[src/rtl/core/ufdx_pkg.sv]
`timescale 1ns / 1ps
// ----------------------------------------------------------------------------
// ufdx_pkg
// Types and constants shared by the length-prefixed frame deframer.
// ----------------------------------------------------------------------------
package ufdx_pkg;

	localparam logic [7:0] START_BYTE = 8'hFF;

	typedef enum logic [3:0] {
		PH_HUNT    = 4'b0001,
		PH_LENGTH  = 4'b0010,
		PH_PAYLOAD = 4'b0100,
		PH_CHECK   = 4'b1000
	} phase_t;

	typedef enum logic [2:0] {
		KIND_CTS       = 3'd0,
		KIND_PAYLOAD   = 3'd1,
		KIND_GOOD      = 3'd2,
		KIND_CHECK_ERR = 3'd3,
		KIND_SHORT     = 3'd4
	} kind_t;

	typedef struct packed {
		kind_t       kind;
		logic [7:0]  data_byte;
		logic [7:0]  byte_index;
		logic [7:0]  frame_length;
		logic [2:0]  destination;
		logic [2:0]  source;
		logic        last_packet;
		logic [7:0]  function_code;
		logic        frame_last;
	} result_t;

endpackage

[src/rtl/core/uart_frame_deframer_xor_unit.sv]
`timescale 1ns / 1ps
// ----------------------------------------------------------------------------
// uart_frame_deframer_xor_unit
// Deframes a byte stream of start byte, length, payload and XOR checksum.
// ----------------------------------------------------------------------------
// Usage:
// Input channel (in_valid / in_ready, rx_byte) takes one received byte per
// item. The block hunts for the start byte 0xFF, reads the length byte and
// then passes each payload byte on as one result item, tagged with its index
// and the routing header. The checksum byte yields one verdict item: frame
// good, checksum error or short frame. A zero length yields a clear-to-send
// item. Start bytes, nonzero length bytes and bytes dropped while hunting give no
// result.
// Output channel (out_valid / out_ready) carries one result item per item.
// A result is registered before out_valid shows it. Throughput is one byte
// per cycle while in_ready is high, set by the phase machine and XOR accumulator.
// A result register and a one-entry skid register follow the logic, so a
// new byte is taken while a result waits; when the receiver stalls and both
// hold a result, in_ready drops until the result register drains.
// Reset puts the block into hunting with all frame state cleared and no result
// pending.
// ----------------------------------------------------------------------------
module uart_frame_deframer_xor_unit (
	input  logic       clk,
	input  logic       arst_n,
	input  logic       in_valid,
	output logic       in_ready,
	input  logic [7:0] rx_byte,
	output logic       out_valid,
	input  logic       out_ready,
	output logic [2:0] kind,
	output logic [7:0] data_byte,
	output logic [7:0] byte_index,
	output logic [7:0] frame_length,
	output logic [2:0] destination,
	output logic [2:0] source,
	output logic       last_packet,
	output logic [7:0] function_code,
	output logic       frame_last
);
	import ufdx_pkg::*;

	phase_t     phase_q;
	logic [7:0] expected_length_q;
	logic [7:0] received_count_q;
	logic [7:0] running_check_q;
	logic [7:0] route_q;
	logic [7:0] function_q;

	result_t    out_q;
	logic       out_valid_q;
	result_t    skid_q;
	logic       skid_valid_q;

	logic       accept;
	logic       take;
	logic       has_result;
	result_t    res;
	logic [7:0] route_sel;
	logic [7:0] next_count;

	assign in_ready = !skid_valid_q;
	assign accept   = in_valid && in_ready;
	assign take     = out_valid_q && out_ready;
	assign next_count = received_count_q + 8'd1;

	// The routing byte's own result already carries its fields.
	assign route_sel = (received_count_q == 8'd0) ? rx_byte : route_q;

	always_comb begin
		has_result = 1'b0;
		res = '0;
		unique case (phase_q)
			PH_HUNT: begin
				has_result = 1'b0;
			end
			PH_LENGTH: begin
				has_result = (rx_byte == 8'd0);
				res.kind = KIND_CTS;
				res.frame_last = 1'b1;
			end
			PH_PAYLOAD: begin
				has_result = 1'b1;
				res.kind = KIND_PAYLOAD;
				res.data_byte = rx_byte;
				res.byte_index = received_count_q;
				res.frame_length = expected_length_q;
				res.destination = route_sel[2:0];
				res.source = route_sel[5:3];
				res.last_packet = route_sel[6];
				if (received_count_q == 8'd0) begin
					res.function_code = 8'd0;
				end else if (received_count_q == 8'd1) begin
					res.function_code = rx_byte;
				end else begin
					res.function_code = function_q;
				end
			end
			PH_CHECK: begin
				has_result = 1'b1;
				if (rx_byte != running_check_q) begin
					res.kind = KIND_CHECK_ERR;
				end else if (expected_length_q == 8'd1) begin
					res.kind = KIND_SHORT;
				end else begin
					res.kind = KIND_GOOD;
				end
				res.frame_length = expected_length_q;
				res.destination = route_q[2:0];
				res.source = route_q[5:3];
				res.last_packet = route_q[6];
				// Stays zero on a one-byte frame, since the length byte clears it.
				res.function_code = function_q;
				res.frame_last = 1'b1;
			end
			default: begin
				has_result = 1'b0;
			end
		endcase
	end

	always_ff @(posedge clk or negedge arst_n) begin
		if (!arst_n) begin
			phase_q <= PH_HUNT;
			expected_length_q <= 8'd0;
			received_count_q <= 8'd0;
			running_check_q <= 8'd0;
			route_q <= 8'd0;
			function_q <= 8'd0;
		end else if (accept) begin
			unique case (phase_q)
				PH_HUNT: begin
					if (rx_byte == START_BYTE) begin
						running_check_q <= START_BYTE;
						phase_q <= PH_LENGTH;
					end
				end
				PH_LENGTH: begin
					expected_length_q <= rx_byte;
					if (rx_byte == 8'd0) begin
						phase_q <= PH_HUNT;
					end else begin
						running_check_q <= running_check_q ^ rx_byte;
						received_count_q <= 8'd0;
						route_q <= 8'd0;
						function_q <= 8'd0;
						phase_q <= PH_PAYLOAD;
					end
				end
				PH_PAYLOAD: begin
					running_check_q <= running_check_q ^ rx_byte;
					if (received_count_q == 8'd0) begin
						route_q <= rx_byte;
					end else if (received_count_q == 8'd1) begin
						function_q <= rx_byte;
					end
					received_count_q <= next_count;
					if (next_count == expected_length_q) begin
						phase_q <= PH_CHECK;
					end
				end
				PH_CHECK: begin
					phase_q <= PH_HUNT;
				end
				default: begin
					phase_q <= PH_HUNT;
				end
			endcase
		end
	end

	// Result register with a one-entry skid behind it.
	always_ff @(posedge clk or negedge arst_n) begin
		if (!arst_n) begin
			out_valid_q <= 1'b0;
			skid_valid_q <= 1'b0;
		end else if (skid_valid_q) begin
			if (take) begin
				skid_valid_q <= 1'b0;
			end
		end else if (accept && has_result) begin
			if (!out_valid_q || take) begin
				out_valid_q <= 1'b1;
			end else begin
				skid_valid_q <= 1'b1;
			end
		end else if (take) begin
			out_valid_q <= 1'b0;
		end
	end

	always_ff @(posedge clk) begin
		if (skid_valid_q) begin
			if (take) begin
				out_q <= skid_q;
			end
		end else if (accept && has_result) begin
			if (!out_valid_q || take) begin
				out_q <= res;
			end else begin
				skid_q <= res;
			end
		end
	end

	assign out_valid     = out_valid_q;
	assign kind          = out_q.kind;
	assign data_byte     = out_q.data_byte;
	assign byte_index    = out_q.byte_index;
	assign frame_length  = out_q.frame_length;
	assign destination   = out_q.destination;
	assign source        = out_q.source;
	assign last_packet   = out_q.last_packet;
	assign function_code = out_q.function_code;
	assign frame_last    = out_q.frame_last;

	a_skid_behind_out: assert property (@(posedge clk) disable iff (!arst_n)
		skid_valid_q |-> out_valid_q)
		else $error("skid register holds a result while the output is empty");

	a_payload_len: assert property (@(posedge clk) disable iff (!arst_n)
		(phase_q == PH_PAYLOAD || phase_q == PH_CHECK) |-> (expected_length_q != 8'd0))
		else $error("frame body phase with zero length");

	a_payload_not_last: assert property (@(posedge clk) disable iff (!arst_n)
		(out_valid_q && out_q.kind == KIND_PAYLOAD) |->
			(!out_q.frame_last && out_q.byte_index < out_q.frame_length))
		else $error("payload result marked as frame end or index past length");

	a_cts_clean: assert property (@(posedge clk) disable iff (!arst_n)
		(out_valid_q && out_q.kind == KIND_CTS) |->
			(out_q.frame_length == 8'd0 && out_q.destination == 3'd0 && out_q.frame_last))
		else $error("clear-to-send result carries frame fields");

	a_count_bound: assert property (@(posedge clk) disable iff (!arst_n)
		(phase_q == PH_PAYLOAD) |-> (received_count_q < expected_length_q))
		else $error("payload count reached the announced length");

endmodule
[config.mk]
export PLATFORM = sky130hd
export DESIGN_NAME = uart_frame_deframer_xor_unit
export DESIGN_NICKNAME = d
export VERILOG_FILES = /design/src/rtl/core/ufdx_pkg.sv /design/src/rtl/core/uart_frame_deframer_xor_unit.sv
export SDC_FILE = /design/constraint.sdc
export NUM_CORES = 1
export LEC_CHECK = 0
export ABC_CLOCK_PERIOD_IN_PS = 5900
export BUFFER_PORTS_ARGS = -buffer_cell sky130_fd_sc_hd__buf_2
export CORE_UTILIZATION = 56
export DETAILED_ROUTE_END_ITERATION = 8
export HOLD_SLACK_MARGIN = 0.12
export PLACE_DENSITY_LB_ADDON = 0.3
export SYNTH_ARGS = -nofsm -noshare
export SYNTH_HDL_FRONTEND = slang
export SYNTH_SLANG_ARGS = --single-unit
[constraint.sdc]
create_clock -name clk -period 5.9 [get_ports clk]
set_input_delay 0.295 -clock clk [delete_from_list [all_inputs] [get_ports clk]]
set_output_delay 0.295 -clock clk [all_outputs]
set_load 0.02 [all_outputs]
==> impl_metrics.yaml, run 1 <==
outcome:
  outcome: "completed"
sta:
  whs_ps: 243
  relSlewSlack_pct: 22.6
  finalClockSkew_ps: 6.87
  final.period_utilization_pct: 59.1
  tightest_slew_ps: 1160
  period_needed_ps: 3490
  finalMaxSlewViolations: 0
  fmax_mhz: 287
  final.setup.tns_ps: 0
  finalHoldViolCount: 0
  rsz0062_at_grt: "no"
  final-setup-viol-count: 0
logic_synthesis:
  synth_warnings: 0
  syn-cell-area_sq_um: 5950
  synth_top_cell_by_area: "edfxtp_1"
  synth_edf_count: 86
  yosys.area.top_type_share_pct: 43.4
  ys_types: 51
  synthTopCellsByArea: "edfxtp_1, dfrtp_1, mux2_2"
  async_flop_share_pct: 34.4
  syn_avg_cell_area_sq_um: 12.4
  synth_seq_cells: 131
  synth_cells: 479
  ys.flop_type: "edfxtp_1"
  ys_seq_area_share_pct: 62.3
  synth_nets: 494
clocking:
  cts_max_path_buffers: 2
  cts.sinks: 131
  post-cts-setup-buffer-count: 0
  numCtsBuffers: 17
  cts_tree: "built"
  clk-insertion-delay-late_ps: 530
  cts_resized: 0
  cts-htree-levels: 4
  root_buffer: "clkbuf_8"
  cts_hold_buf: 10
  path_clk_slew_ps: 60
route:
  post-route-drc-count: 0
  wl_microns: 12600
  first_iter_violations: 295
  routed_via_density: 5.97
  vias: 4103
  drt-wirelength-per-cell_microns: 18.3
  drt-pass1-iter-count: 5
  ant_nets: 0
floorplanning:
  design.die.area_sq_um: 11000
  core_sq_um: 10300
  io_pins: 57
  die_w_microns: 105
  rows: 37
  fp.dieH_microns: 105
  start_util_pct: 57.7
finish:
  n_antenna_cell: 0
  n_fill_cell: 739
  fin_nets: 553
  final_cells: 687
  area_growth_syn_to_layout_pct: 18.9
  drive_gt1_share_pct: 25.2
global_routing:
  grt_pass1_vias: 3944
  grt_pass1_wl_microns: 20600
  grtUsageTotal_pct: 24.8
  antenna_found_initial: 0
  grt_max_degree: 46
  grt_overflow: 0
worst_setup_path:
  cp_cell_sequence: "or4b_2 > nor3_2 > o21ai_1 > nor3_2 > buf_4"
  required_ps: 6080
  path_buf_inv: 1
  cp-start-kind: "flip-flop"
  path_common_cell: "nor3_2"
  cpPeakStageDelay_ps: 930
  path_delay_family: "simple AND/OR/NAND/NOR gates"
  criticalPathCategory: "flip-flop to flip-flop"
  cp_slowest_cell: "nor3_2"
  crit_start: "phase_q[2]"
  critPathCaptureType: "flip-flop"
  arrival_ps: 3670
  r2r_start: "phase_q[2]"
  worst-path-max-fanout: 28
power:
  p_sw_share_pct: 27.1
  max-vdd-ir-drop_uv: 192
  power.switching_w: 0.000738
  combPwrFrac_pct: 15.0
  power_density_nw_per_um2: 384
  p_leak_nw: 2.89
  intPower_w: 0.00198
  power.share.clock_pct: 42.0
  pwr-share-seq_pct: 42.9
worst_hold_path:
  min_from: "in_valid"
  hold_class: "primary input to flip-flop"
flow_run:
  cap_violations: 0
placement:
  gp_congestion: 0.874
  port_buffers: 56
  place_inst: 645
  detailed_place_hpwl_microns: 8310
==> per-layer routing <==
layer / wire length (microns) / GRT usage, % / share of wire, %
met1: 5660 / 34.4 / 45
met2: 5930 / 38.0 / 47
met3: 745 / 5.61 / 5.9
met4: 230 / 9.96 / 1.8
met5: 0 / 0 / 0
==> power by group through the flow <==
stage | Sequential (W) | Clock, W | Combinational, W
finish | 0.00117 | 0.00114 | 0.000409
detailed placement | 0.00118 | 0 | 0.000394
global placement | 0.00117 | 0 | 0.000381
floorplan | 0.00115 | 0 | 0.000306
CTS | 0.00116 | 0.00115 | 0.000405
global route | 0.00118 | 0.00120 | 0.000454
==> cell usage after synthesis, types with 11 or more instances <==
cell,n
inv_1,18
nand3_1,14
o21ai_0,49
xnor2_1,14
nand2_1,57
clkbuf_1,22
and2_1,15
edfxtp_1,86
dfrtp_1,44
o21ai_1,11
o2bb2ai_1,14
mux2_2,32
nor2_1,14
==> layout make-up <==
type,instances,area [sq um],share of cell area (%)
tap,136,170,2.40
multi-input combinational,298,2070,29.2
clock inverter,12,201,2.84
clock buffer,20,445,6.29
timing repair buffer,70,410,5.80
inverter,20,75.1,1.06
sequential,131,3710,52.4
==> tightest hold or removal path: cells and delay by family <==
family	cells	cell delay, ps
buffers and inverters	1	120
AOI/OAI and AO/OA	1	110
and+or+nand+nor	1	190
==> flip-flops by register name (all words and copies together) (netlist names), 4 cells and up <==
register           cells
function_q             8
expected_length_q      8
data_byte              8
running_check_q        8
function_code          8
phase_q                4
skid_q                43
frame_length           8
received_count_q       8
byte_index             8
route_q                7
==> per-stage QoR <==
stage               utilization [%]  area [sq um]  worst slack [ps]  power [W]
finish                         68.6          7080              2410    0.00272
floorplan                         -          5950               857    0.00145
detailed placement             61.4          6330              2430    0.00157
global route                   68.6          7080              2190    0.00283
CTS                            68.6          7080              2400    0.00272
global placement               61.4          6330              2500    0.00156
==> final timing paths <==
kind	depth (start not counted)	to	slack, ps
setup / recovery	5	skid_q[19]	2410
hold / removal	3	phase_q[1]	240
setup reg to reg	5	skid_q[19]	2410
hold reg to reg	1	route_q[0]	490
max in group asynchronous	2	received_count_q[6]	4760
min in group asynchronous	2	received_count_q[5]	490
==> placed cells by master, fill, tap and decap left out, drive strengths merged, types with 8 or more instances in the layout <==
cell type / count
edfxtp: 86
xnor2: 14
dfrtp: 44
o21ai: 60
mux2: 32
inv: 21
clkbuf: 20
buf: 60
a22o: 8
o2bb2ai: 14
nor2: 15
and2: 15
nand2: 58
dlygate4sd3: 10
nand3: 14
==> cell families (layout without fill, tap and decap cells) <==
logic type	after synthesis	in the layout	share of synthesized area (%)
adder cells (fa/ha/maj)	3	3	0.630
flip-flops	131	131	62.3
multiplexers	32	32	6.05
AO/OA/AOI/OAI	108	108	12.0
AND/OR/NAND/NOR	135	135	12.3
XOR/XNOR	20	20	3.40
buffers and inverters	50	122	3.32
No activity file was read; power rests on OpenSTA's default activity.
==> inputs of run 2 (changes only) <==
--- a/config.mk
+++ b/config.mk
@@ -5,7 +5,7 @@
 export SDC_FILE = /design/constraint.sdc
 export NUM_CORES = 1
 export LEC_CHECK = 0
-export ABC_CLOCK_PERIOD_IN_PS = 5900
+export ABC_CLOCK_PERIOD_IN_PS = 3400
 export BUFFER_PORTS_ARGS = -buffer_cell sky130_fd_sc_hd__buf_2
 export CORE_UTILIZATION = 56
 export DETAILED_ROUTE_END_ITERATION = 8
==> constraint.sdc (replaced) <==
create_clock -name clk -period 3.4 [get_ports clk]
set_input_delay 0.17 -clock clk [delete_from_list [all_inputs] [get_ports clk]]
set_output_delay 0.17 -clock clk [all_outputs]
set_load 0.02 [all_outputs]
==> impl_metrics.yaml, run 2 (synthesis results as in run 1) <==
worst_setup_path:
  worst-path-max-fanout: 43
  rrSetupSlack_ps: 580
  critPathCaptureType: "flip-flop"
  arrival_ps: 2960
  cp-start-kind: "flip-flop"
  worst-r2r-cell-count: 5
  required_ps: 3550
  criticalPathCategory: "flip-flop to flip-flop"
  r2r_start: "phase_q[2]"
  crit_start: "phase_q[2]"
  reg2reg_to: "skid_q[19]"
floorplanning:
  io_pins: 57
  die_w_microns: 105
  design.die.area_sq_um: 11000
  core_sq_um: 10300
  rows: 37
  fp.dieH_microns: 105
  start_util_pct: 57.7
global_routing:
  grt_max_degree: 46
  grt_pass1_vias: 4042
  grtUsageTotal_pct: 24.6
  grt_overflow: 0
  antenna_found_initial: 0
  grt_pass1_wl_microns: 20600
sta:
  finalMaxSlewViolations: 0
  tightest_slew_ps: 1060
  relSlewSlack_pct: 29.6
  final-setup-viol-count: 0
  finalClockSkew_ps: 8.28
  final.setup.tns_ps: 0
  finalWorstSetupSlack_ps: 585
  period_needed_ps: 2820
  fmax_mhz: 355
  finalHoldViolCount: 0
  final.period_utilization_pct: 82.8
  rsz0062_at_grt: "no"
finish:
  area_growth_syn_to_layout_pct: 18.7
  final_cells: 690
  drive_gt1_share_pct: 25.1
  fin_nets: 556
  final_core_util_pct: 68.5
  mostFrequentLayoutCells: "edfxtp_1, nand2_1, buf_2, o21ai_0, dfrtp_1"
  regMostFlops: "skid_q"
  n_antenna_cell: 0
  largest_register_ffs: 43
  layout_commonest_cell: "edfxtp_1"
route:
  drt-pass1-iter-count: 6
  ant_nets: 0
  drt-wirelength-per-cell_microns: 18.1
  first_iter_violations: 362
  routed_via_density: 5.87
  wl_microns: 12500
  post-route-drc-count: 0
  vias: 4053
clocking:
  post-cts-setup-buffer-count: 0
  cts_resized: 0
  cts_hold_buf: 11
  root_buffer: "clkbuf_8"
  cts.sinks: 131
  cts-htree-levels: 4
  cts_max_path_buffers: 2
  numCtsBuffers: 17
  cts_tree: "built"
  path_clk_slew_ps: 60
  clk-insertion-delay-late_ps: 520
outcome:
  outcome: "completed"
power:
  max-vdd-ir-drop_uv: 270
  power_density_nw_per_um2: 649
  p_leak_nw: 2.88
placement:
  dp_slack_ps: 596
  port_buffers: 56
  detailed_place_hpwl_microns: 8010
  place_inst: 647
  gp_congestion: 0.862
worst_hold_path:
  hold_class: "primary input to asynchronous set/reset pin"
flow_run:
  cap_violations: 0
## run 2: how the worst max path moves through the flow
stage / to / slack, ps
2_1_floorplan: byte_index[0] / 110
3_3_place_gp: skid_q[28] / 690
3_5_place_dp: byte_index[5] / 600
4_1_cts: skid_q[19] / 590
5_1_grt: last_packet / 450
6_report: skid_q[19] / 580
## run 2: layout make-up
| class | instances | area [sq um] |
|---|---|---|
| Clock buffer | 18 | 418 |
| Clock inverter | 14 | 186 |
| Fill cell | 704 | 3250 |
| Inverter | 20 | 75.1 |
| Multi-Input combinational cell | 298 | 2080 |
| Sequential cell | 131 | 3710 |
| Tap cell | 136 | 170 |
| Timing Repair Buffer | 73 | 435 |
## run 2: where the power goes
part | total (W) | internal [W] | leakage [nW] | switching, W
registers | 0.00202 | 0.00184 | 1.46 | 0.000178
clock network | 0.00187 | 0.00119 | 0.286 | 0.000679
logic | 0.000705 | 0.000295 | 1.14 | 0.000410
total | 0.00459 | 0.00332 | 2.88 | 0.00127
## run 2: through the flow
stage / hold WS (ps) / total power (W) / instance area (sq um)
detailed placement: 406 / 0.00272 / 6360
floorplan: -126 / 0.00252 / 5970
global placement: 397 / 0.00269 / 6360
CTS: 405 / 0.00458 / 7070
global route: 490 / 0.00476 / 7070
finish: 380 / 0.00459 / 7070
## run 2: per-layer routing
layer	GRT usage, %	up-vias	part of all wire (%)	wire length [microns]
met2	39.5	168	49	6080
met1	32.4	1970	43	5380
met3	5.99	23	6.4	794
met5	0	-	0	0
met4	9.05	0	1.8	225
li1	-	1892	-	-
## run 2: worst max-delay path, stage by stage (launching register included)
cell     delay (ps)
dfrtp_1         460
or4b_2          730
nor3_2          320
o21ai_1         230
nor3_4          180
buf_4           500
==> inputs of run 3 (changes only) <==
--- a/config.mk
+++ b/config.mk
@@ -5,9 +5,9 @@
 export SDC_FILE = /design/constraint.sdc
 export NUM_CORES = 1
 export LEC_CHECK = 0
-export ABC_CLOCK_PERIOD_IN_PS = 3400
+export ABC_CLOCK_PERIOD_IN_PS = 2300
 export BUFFER_PORTS_ARGS = -buffer_cell sky130_fd_sc_hd__buf_2
-export CORE_UTILIZATION = 56
+export CORE_UTILIZATION = 53
 export DETAILED_ROUTE_END_ITERATION = 8
 export HOLD_SLACK_MARGIN = 0.12
 export PLACE_DENSITY_LB_ADDON = 0.3
==> constraint.sdc (replaced) <==
create_clock -name clk -period 2.3 [get_ports clk]
set_input_delay 0.115 -clock clk [delete_from_list [all_inputs] [get_ports clk]]
set_output_delay 0.115 -clock clk [all_outputs]
set_load 0.02 [all_outputs]
==> impl_metrics.yaml, run 3 (synthesis results as in run 1) <==
outcome:
  outcome: "completed"
power:
  power.total_w: 0.00646
  power.share.clock_pct: 35.6
  combPwrFrac_pct: 18.1
  p_leak_nw: 3.03
  max-vdd-ir-drop_uv: 534
  pwr-share-seq_pct: 46.3
  power.switching_w: 0.00190
  p_sw_share_pct: 29.5
  intPower_w: 0.00456
  power_density_nw_per_um2: 883
clocking:
  numCtsBuffers: 17
  cts_max_path_buffers: 2
  cts_tree: "built"
  path_clk_slew_ps: 60
  clk-insertion-delay-late_ps: 520
  cts.sinks: 131
  root_buffer: "clkbuf_8"
  cts-htree-levels: 4
sta:
  finalClockSkew_ps: 4.91
  final-setup-viol-count: 0
  finalHoldViolCount: 0
  finalMaxSlewViolations: 0
  whs_ps: 184
  relSlewSlack_pct: 48.1
  rsz0062_at_grt: "no"
  fmax_mhz: 460
  finalWorstSetupSlack_ps: 128
  period_needed_ps: 2170
  tightest_slew_ps: 776
  final.period_utilization_pct: 94.4
finish:
  mostFrequentLayoutCells: "edfxtp_1, nand2_1, buf_2, o21ai_0, dfrtp_1"
  regMostFlops: "skid_q"
  drive_gt1_share_pct: 29.8
  n_antenna_cell: 0
  area_growth_syn_to_layout_pct: 22.8
  n_fill_cell: 795
  largest_register_ffs: 43
  final_core_util_pct: 67.2
  fin_nets: 590
  layout_commonest_cell: "edfxtp_1"
placement:
  gp_congestion: 0.940
  dp_slack_ps: -41.0
  detailed_place_hpwl_microns: 9150
  port_buffers: 56
floorplanning:
  io_pins: 57
  start_util_pct: 54.7
  fp.dieH_microns: 108
  rows: 38
  die_w_microns: 108
  design.die.area_sq_um: 11700
  core_sq_um: 10900
global_routing:
  grt_pass1_wl_microns: 21800
  grt_pass1_vias: 4113
  grt_overflow: 0
  grtUsageTotal_pct: 25.1
  antenna_found_initial: 0
  grt_max_degree: 34
worst_setup_path:
  rrSetupSlack_ps: 130
  worst-r2r-cell-count: 5
  required_ps: 2520
  r2r_start: "phase_q[2]"
  cp-start-kind: "flip-flop"
  arrival_ps: 2390
  reg2reg_to: "skid_q[27]"
  criticalPathCategory: "flip-flop to flip-flop"
  worst-path-max-fanout: 18
  critPathCaptureType: "flip-flop"
route:
  post-route-drc-count: 0
  wl_microns: 13200
  routed_via_density: 5.78
  first_iter_violations: 330
  vias: 4210
  ant_nets: 0
  drt-wirelength-per-cell_microns: 18.1
  drt-pass1-iter-count: 7
worst_hold_path:
  hold_class: "primary input to asynchronous set/reset pin"
flow_run:
  cap_violations: 0
-- run 3: changes by cell type in the layout (fill, tap and decap cells not counted), moves of 2 or more --
cell       change
buf_4         +29
bufinv_16      -4
buf_12         +3
clkinv_1       +2
or4b_2         -2
or4b_4         +2
-- run 3: what timing repair did --
action | CTS | global route
hold buffers | 12 | 0
buffers inserted | 0 | 1
setup endpoints to repair | 1 | 25
resized for setup | 1 | 6
hold endpoints to repair | 80 | 0
cloned | 0 | 0
pin swaps | 0 | 1
-- run 3: layout make-up --
class	instances	area, sq um	area share (%)
Timing Repair Buffer	107	734	10.0
Inverter	20	75.1	1.03
Clock buffer	18	418	5.71
Clock inverter	14	90.1	1.23
Multi-Input combinational cell	298	2110	28.9
Sequential cell	131	3710	50.7
Tap cell	140	175	2.40
-- run 3: layer usage --
| metal | part of all wire (%) | global-route usage (%) |
|---|---|---|
| met4 | 1.5 | 8.81 |
| met1 | 44 | 35.9 |
| met2 | 49 | 38.9 |
| met3 | 5.7 | 4.16 |
| met5 | 0 | 0 |
-- run 3: stage by stage --
| stage | TNS (ps) | cell area, sq um | instances |
|---|---|---|---|
| 6_report | 0 | 7310 | 728 |
| 5_1_grt | 0 | 7310 | 728 |
| 4_1_cts | 0 | 7290 | 727 |
| 3_5_place_dp | -41.0 | 6660 | 683 |
| 3_3_place_gp | -93.4 | 6660 | 683 |
| 2_1_floorplan | -34270 | 6010 | 479 |
-- run 3: worst max-delay path by stage --
stage	from	to	cells after the start
global route	phase_q[3]	function_q[5]	8
CTS	received_count_q[1]	phase_q[2]	7
floorplan	phase_q[2]	skid_q[0]	4
finish	phase_q[2]	skid_q[27]	5
global placement	received_count_q[1]	phase_q[2]	7
detailed placement	received_count_q[1]	phase_q[2]	7
-- run 3: worst max-delay path: stages (launching register included) --
cell and delay (ps):
dfrtp_1 450, or4b_4 590, nor3_4 200, o21ai_4 120, nor3_4 270, buf_6 230
-- run 3: power groups by stage --
stage               registers [W]  clock network, W  logic, W
finish                    0.00299           0.00230   0.00117
global route              0.00302           0.00244   0.00128
CTS                       0.00298           0.00233   0.00113
detailed placement        0.00303                 0   0.00110
global placement          0.00301                 0   0.00108
floorplan                 0.00294                 0  0.000795
